File: src/rtl/ffd_pkg.sv
package ffd_pkg;

   localparam int INTERVAL_W = 24;
   localparam int RATIO_W    = 16;
   localparam int NIB_W      = 4;
   localparam int VEL_W      = 32;
   localparam int ACC_W      = 48;
   localparam int FT_W       = 28;
   localparam int CSR_IDX_W  = 3;

   // shared divider: numerator up to |dv|*1e6 + rounding, denominator up to clean*256
   localparam int NUM_W      = 53;
   localparam int DEN_W      = 32;
   localparam int MUL_A_W    = 40;
   localparam int MUL_B_W    = 20;
   localparam int MUL_W      = MUL_A_W + MUL_B_W;

   localparam logic [MUL_B_W-1:0] US_PER_S  = 20'd1000000;
   localparam logic [ACC_W-1:0]   ACC_INIT  = 48'd26;
   localparam logic [ACC_W-1:0]   ACC_MAX   = 48'h7FFF_FFFF_FFFF;

   localparam logic [INTERVAL_W-1:0] RST_MIN_INTERVAL = 24'd10000;
   localparam logic [INTERVAL_W-1:0] RST_MAX_INTERVAL = 24'd1000000;
   localparam logic [RATIO_W-1:0]    RST_DOWN_RATIO   = 16'd192;
   localparam logic [RATIO_W-1:0]    RST_UP_RATIO     = 16'd448;
   localparam logic [NIB_W-1:0]      RST_FLANK_LENGTH = 4'd3;
   localparam logic [NIB_W-1:0]      RST_WINDOW       = 4'd1;
   localparam logic [NIB_W-1:0]      RST_ERRORS       = 4'd0;
   localparam logic [INTERVAL_W-1:0] RST_ANGLE        = 24'd6588397;

   typedef enum logic [CSR_IDX_W-1:0] {
      CSR_MIN_INTERVAL = 3'd0,
      CSR_MAX_INTERVAL = 3'd1,
      CSR_DOWN_RATIO   = 3'd2,
      CSR_UP_RATIO     = 3'd3,
      CSR_FLANK_LENGTH = 3'd4,
      CSR_WINDOW       = 3'd5,
      CSR_ERRORS       = 3'd6,
      CSR_ANGLE        = 3'd7
   } csr_index_type;

   typedef enum logic [4:0] {
      ST_INIT,
      ST_INIT_SUM,
      ST_INIT_VDIV,
      ST_INIT_VWAIT,
      ST_IDLE,
      ST_CHK_D1,
      ST_CHK_D2,
      ST_CHK_U1,
      ST_CHK_U2,
      ST_DECIDE,
      ST_CLEAN_DIV,
      ST_CLEAN_WAIT,
      ST_VEL_DIV,
      ST_VEL_WAIT,
      ST_ACC_MUL,
      ST_ACC_DIV,
      ST_ACC_WAIT,
      ST_WALK,
      ST_DONE
   } state_type;

   typedef struct packed {
      logic             start;
      logic [NUM_W-1:0] num;
      logic [DEN_W-1:0] den;
   } div_req_type;

endpackage

File: src/rtl/ffd_div.sv
module ffd_div (
   input  logic                          clock,
   input  logic                          reset,
   input  ffd_pkg::div_req_type          req,
   output logic                          done,
   output logic [ffd_pkg::NUM_W-1:0]     quo
);

   localparam int NUM_W = ffd_pkg::NUM_W;
   localparam int DEN_W = ffd_pkg::DEN_W;
   localparam int CNT_W = $clog2(NUM_W + 1);

   logic [NUM_W-1:0] quo_ff, quo_in;
   logic [DEN_W-1:0] rem_ff, rem_in;
   logic [DEN_W-1:0] den_ff;
   logic [CNT_W-1:0] cnt_ff, cnt_in;
   logic             busy_ff, busy_in;
   logic             done_ff, done_in;
   logic [DEN_W:0]   trial;

   // restoring division, one quotient bit a cycle
   always_comb begin
      trial   = {rem_ff, quo_ff[NUM_W-1]} - {1'b0, den_ff};
      quo_in  = quo_ff;
      rem_in  = rem_ff;
      cnt_in  = cnt_ff;
      busy_in = busy_ff;
      done_in = 1'b0;
      if (req.start) begin
         quo_in  = req.num;
         rem_in  = '0;
         cnt_in  = CNT_W'(NUM_W);
         busy_in = 1'b1;
      end else if (busy_ff) begin
         if (!trial[DEN_W]) begin
            rem_in = trial[DEN_W-1:0];
            quo_in = {quo_ff[NUM_W-2:0], 1'b1};
         end else begin
            rem_in = {rem_ff[DEN_W-2:0], quo_ff[NUM_W-1]};
            quo_in = {quo_ff[NUM_W-2:0], 1'b0};
         end
         cnt_in = cnt_ff - 1'b1;
         if (cnt_ff == CNT_W'(1)) begin
            busy_in = 1'b0;
            done_in = 1'b1;
         end
      end
   end

   always_ff @(posedge clock) begin
      if (reset) begin
         busy_ff <= 1'b0;
         done_ff <= 1'b0;
         cnt_ff  <= '0;
      end else begin
         busy_ff <= busy_in;
         done_ff <= done_in;
         cnt_ff  <= cnt_in;
      end
      quo_ff <= quo_in;
      rem_ff <= rem_in;
      if (req.start) begin
         den_ff <= req.den;
      end
   end

   assign done = done_ff;
   assign quo  = quo_ff;

endmodule

File: config.mk
export PLATFORM = sky130hd
export DESIGN_NAME = ffd_div
export DESIGN_NICKNAME = d
export VERILOG_FILES = /design/src/rtl/ffd_pkg.sv /design/src/rtl/ffd_div.sv
export SDC_FILE = /design/constraint.sdc
export NUM_CORES = 1
export LEC_CHECK = 0
export BUFFER_PORTS_ARGS = -buffer_cell sky130_fd_sc_hd__buf_2
export CORE_MARGIN = 10
export CORE_UTILIZATION = 56
export CTS_CLUSTER_DIAMETER = 30
export DETAILED_ROUTE_END_ITERATION = 10
export PLACE_DENSITY = 0.86
export SKIP_CTS_REPAIR_TIMING = 1
export SLEW_MARGIN = 20
export SYNTH_ARGS = -nofsm -noshare
export SYNTH_HDL_FRONTEND = slang
export SYNTH_SLANG_ARGS = --single-unit
File: constraint.sdc
create_clock -name clock -period 2.96 [get_ports clock]
set_input_delay 0 -clock clock [delete_from_list [all_inputs] [get_ports clock]]
set_output_delay 0 -clock clock [all_outputs]
set_load 0.05 [all_outputs]
==> flow_metrics.py, run 1 <==
metrics = {
    "min_path": {
        "hold-path-cell-count": 1,
        "hold_path_class": "primary input to flop",
    },
    "pwr": {
        "power_density_nw_per_um2": 637,
        "ir_drop_uv": 460,
        "p_leak_nw": 4.05,
        "power.total_mw": 6.17,
    },
    "setup_path": {
        "end_kind": "flop",
        "path_max_fanout": 23,
        "r2r_cells": 13,
        "required_ns": 3.30,
        "crit_type": "flop to flop",
        "critPathLaunchType": "flop",
        "timing.reg2reg.setup_slack_ns": -0.11,
        "critical_path_arrival_ns": 3.41,
    },
    "placement": {
        "hpwl_mm": 13.3,
        "portBuffers": 141,
        "place.gp.congestion": 0.914,
        "place_area_sq_um": 7890,
        "place_ws_ns": -0.0257,
    },
    "finish": {
        "nFillCells": 654,
        "register_area_sq_um": 3350,
        "areaGrowthSynthToFinish_pct": 38.7,
        "multi_input_comb_area_sq_um": 3500,
        "drive_gt1_share_pct": 33.8,
        "final_cell_mix": "140 x buf_2, 86 x dlygate4sd3_1, 85 x edfxtp_1",
        "final_util_pct": 80.1,
        "design_area_sq_um": 9700,
        "nets": 1030,
        "final_common_cell": "buf_2",
    },
    "sta": {
        "fmax_ghz": 0.325,
        "worst_pin_slew_ns": 0.683,
        "drv_slew": 0,
        "rsz0062_at_grt": "true",
        "fin_crit_sh_pct": 104,
        "setup_slack_ns": -0.113,
        "skew_ns": 0.0141,
        "slew_headroom_pct": 54.4,
        "fin_crit_ns": 3.07,
        "hold_viol_final": 0,
        "setup_viol": 19,
    },
    "clocking": {
        "clock-sinks": 125,
        "htreeDepth": 4,
        "clk_pin_slew_worst_paths_ns": 0.07,
        "clock_latency_ns": 0.43,
        "cts_root_buffer": "clkbuf_16",
        "cts_made_buffers": 17,
        "clk_path_buf_depth": 2,
        "cts_tree": "done",
    },
    "floorplan": {
        "std_cell_rows": 40,
        "core_sq_um": 12100,
        "start_util_pct": 57.7,
        "die_width_um": 132,
        "fp.dieArea_sq_um": 17400,
        "ios": 142,
        "die_h_um": 132,
    },
    "routing": {
        "drt_iter0_markers": 857,
        "drt_pass1_iterations": 6,
        "routed_wirelength_mm": 23.8,
        "post_drt_wl_per_cell_um": 21.8,
        "route.detailed.drc": 0,
        "antenna_left": 0,
        "num_vias": 6535,
        "routed_via_density": 6.00,
    },
    "synth": {
        "synth_top_area_share_pct": 36.5,
        "synth_area_sq_um": 6990,
        "syn_nets": 795,
        "yosysUniqueCellTypes": 58,
        "synth_top_area_cell": "edfxtp_1",
        "synth-main-ff-cell": "edfxtp_1",
        "syn_area_per_cell_sq_um": 10.4,
        "async_flop_share_pct": 0,
        "synth-seq-area-share_pct": 48.0,
        "synth_seq_cells": 125,
        "synth_edf_count": 85,
        "postSynthCellCount": 672,
        "synth.yosys.warnings": 0,
        "synthTopCellsByArea": "edfxtp_1 37%, dfxtp_1 11%, mux2_2 8.5%, ha_1 6.1%, a21oi_1 4.2%",
    },
    "status": {
        "violations": "setup timing",
        "status": "finished with violations",
    },
    "global_route": {
        "grt_max_degree": 54,
        "grt_usage_pct": 21.3,
        "antenna_found_initial": 1,
        "grt_pass1_vias": 5937,
        "grt_pass1_wl_mm": 30.2,
        "gr-total-overflow": 0,
    },
    "run": {
        "maxCapViolCount": 0,
    },
}
-- critical path: stages (launching register included) --
cell and delay [ns]:
edfxtp_1 0.45, inv_1 0.10, ha_2 0.19, fa_2 0.24, nor2b_4 0.05, o31a_1 0.30
o211ai_1 0.28, a21oi_2 0.12, o21ai_2 0.25, xor2_4 0.31, buf_12 0.21, a21oi_1 0.08
a21boi_1 0.16, nor3_2 0.23
-- metal layers --
metal | GRT usage, % | routed length [um] | vias up
met5 | 0 | 0 | -
met3 | 9.34 | 2340 | 80
met4 | 5.38 | 778 | 0
met2 | 36.1 | 11800 | 430
li1 | - | - | 2912
met1 | 24.0 | 8830 | 3113
-- Yosys cell counts (4+ instances only) --
cell type	count
dfxtp_1	40
edfxtp_1	85
buf_2	7
ha_1	34
o211ai_1	4
inv_1	46
clkbuf_1	22
nor3_1	11
nand2_1	42
o21bai_1	6
a31oi_1	8
o21ai_0	17
a21oi_1	58
a211oi_2	12
nor2b_1	7
o21ai_1	10
xnor2_1	22
nand2b_1	6
o21a_1	5
nand4_1	7
xor2_1	9
nand3_1	4
nor2_1	76
a21o_1	6
a211oi_1	14
mux2_2	53
mux2i_1	6
-- where the power goes --
part	total, mW	internal [mW]	switching, mW
clock	2.15	1.27	0.877
sequential	2.19	2.06	0.130
combinational	1.83	0.707	1.13
total	6.17	4.04	2.14
-- cells by family after synthesis --
kind of cell             after synthesis  share of synthesized area, %
AND/OR/NAND/NOR                      170                          10.8
AO/OA/AOI/OAI                        168                          16.4
flip-flops                           125                          48.0
buffers and inverters                 83                          4.96
multiplexers                          59                          9.39
adder cells (fa/ha/maj)               35                          6.37
XOR/XNOR                              32                          4.12
-- stage by stage --
stage	std cells	hold slack, ns	TNS [ns]
6_report	1090	0.0981	-0.735
5_1_grt	1089	0.0994	-4.30
4_1_cts	990	-0.260	-0.0786
3_5_place_dp	958	0.178	-0.0389
3_3_place_gp	958	0.177	0
2_1_floorplan	672	0.0989	0
-- final timing paths --
kind	startpoint	to
worst max-delay path	quo[52]	rem_ff[25]
worst min-delay path	req[85]	den_ff[2]
worst max register to register	quo[52]	rem_ff[25]
worst min register to register	rem_ff[23]	rem_ff[23]
-- state kept, by name, indices dropped and copies added (netlist names) --
register  cells
done          1
cnt_ff        6
rem_ff       32
busy_ff       1
quo          53
den_ff       32
-- area by class of cell --
| type | instances | area share, % |
|---|---|---|
| clock buffers | 20 | 4.93 |
| inverters | 47 | 1.87 |
| clock inverters | 12 | 1.23 |
| multi-input cells | 464 | 36.1 |
| repair buffers | 252 | 19.1 |
| well taps | 168 | 2.17 |
| flip-flops and latches | 125 | 34.6 |
| diodes | 2 | 0.0516 |
Power figures use the tool's default switching activity.
==> inputs of run 2 (changes only) <==
MAX_ROUTING_LAYER = met4   (was unset)
clock period = 3.4 ns   (was 2.96 ns; I/O delays follow)
==> flow_metrics.py, run 2 (synthesis results as in run 1) <==
metrics = {
    "run": {
        "maxCapViolCount": 0,
    },
    "routing": {
        "wl_met1_mm": 9.31,
        "num_vias": 6700,
        "route.detailed.drc": 0,
        "antenna_left": 0,
        "routed.top_layer": "met4",
        "drt_pass1_iterations": 6,
        "drt_iter0_markers": 1154,
        "wl_met2_mm": 11.6,
        "post_drt_wl_per_cell_um": 22.8,
        "routed_wirelength_mm": 24.5,
        "routed_via_density": 6.22,
        "wl_met3_mm": 2.83,
    },
    "sta": {
        "fin_setup_tns_ns": -0.0794,
        "fmax_ghz": 0.291,
        "drv_slew": 0,
        "slew_headroom_pct": 49.8,
        "setup_slack_ns": -0.0378,
        "hold_viol_final": 0,
        "skew_ns": 0.0121,
        "fin_crit_ns": 3.44,
        "timing.hold.ws_ns": 0.153,
        "fin_crit_sh_pct": 101,
        "setup_viol": 3,
        "worst_pin_slew_ns": 0.753,
    },
    "floorplan": {
        "core_sq_um": 12100,
        "die_width_um": 132,
        "start_util_pct": 57.7,
        "std_cell_rows": 40,
        "ios": 142,
        "die_h_um": 132,
        "fp.dieArea_sq_um": 17400,
    },
    "clocking": {
        "clock-sinks": 125,
        "clock_latency_ns": 0.43,
        "clk_pin_slew_worst_paths_ns": 0.07,
        "cts_root_buffer": "clkbuf_16",
        "htreeDepth": 4,
        "cts_tree": "done",
        "cts_made_buffers": 17,
        "clk_path_buf_depth": 2,
    },
    "finish": {
        "drive_gt1_share_pct": 29.5,
        "areaGrowthSynthToFinish_pct": 33.7,
        "antenna_cells": 0,
        "final_cell_mix": "140 x buf_2, 86 x dlygate4sd3_1, 85 x edfxtp_1",
        "nets": 1019,
        "fin_cells": 1077,
        "final_common_cell": "buf_2",
        "largest_reg_flops": 53,
        "final_util_pct": 77.2,
        "design_area_sq_um": 9350,
    },
    "pwr": {
        "p_leak_nw": 3.92,
        "ir_drop_uv": 449,
        "power_density_nw_per_um2": 554,
        "power.total_mw": 5.18,
    },
    "setup_path": {
        "critPathLaunchType": "flop",
        "end_kind": "flop",
        "timing.reg2reg.setup_slack_ns": -0.04,
        "cp_cell_sequence": "inv_1, ha_1, fa_1, nor2b_2, o31a_1, o211ai_1, a21oi_2, o21ai_4, xor2_4, buf_12, buf_12, a211oi_2, a21oi_1, a211oi_1",
        "worst_path_max_delay_cell": "edfxtp_1",
        "critical_path_arrival_ns": 3.76,
        "cp_common_cell": "buf_12",
        "crit_type": "flop to flop",
        "path_max_fanout": 26,
        "cpPeakStageDelay_ns": 0.43,
        "required_ns": 3.73,
    },
    "status": {
        "status": "finished with violations",
        "violations": "setup timing",
    },
    "placement": {
        "place_ws_ns": 0.167,
        "placed_cells": 953,
        "place.gp.congestion": 0.978,
        "hpwl_mm": 13.0,
        "place_area_sq_um": 7840,
        "portBuffers": 141,
    },
    "global_route": {
        "gr-total-overflow": 0,
        "grt_pass1_wl_mm": 30.9,
        "grt_max_degree": 74,
        "antenna_found_initial": 0,
        "grt_pass1_vias": 6020,
        "grt_usage_pct": 22.5,
    },
    "min_path": {
        "hold_path_class": "primary input to flop",
    },
}
==> run 2: per-layer routing <==
metal | vias to the layer above | track usage, %
li1 | 2880 | -
met1 | 3143 | 26.7
met2 | 577 | 35.2
met3 | 100 | 8.04
met4 | 0 | 7.17
met5 | - | -
==> run 2: area by class of cell <==
class	count	area (sq um)
tap	168	210
sequential	125	3350
fill	689	2760
timing repair buffer	241	1710
multi-input combinational	464	3330
inverter	47	176
clock inverter	12	113
clock buffer	20	457
==> run 2: power by group <==
part | total, mW | switching, mW | internal, mW
logic | 1.48 | 0.932 | 0.550
clock network | 1.78 | 0.733 | 1.05
registers | 1.92 | 0.122 | 1.80
==> run 2: path summary, 6_finish.rpt <==
kind,from,endpoint,cells past startpoint
min reg2reg,rem_ff[25],rem_ff[25],2
max,quo[52],rem_ff[4],14
min,req[85],den_ff[0],2
max reg2reg,quo[52],rem_ff[4],14
==> run 2: critical path, delay by kind of cell, from the launching register on <==
kind                       cells  cell delay [ns]
AOI/OAI and AO/OA              7             1.39
adders and majority gates      2             0.64
DFF                            1             0.43
buffers and inverters          3             0.40
xor gates and xnor gates       1             0.26
and+or+nand+nor                1             0.21
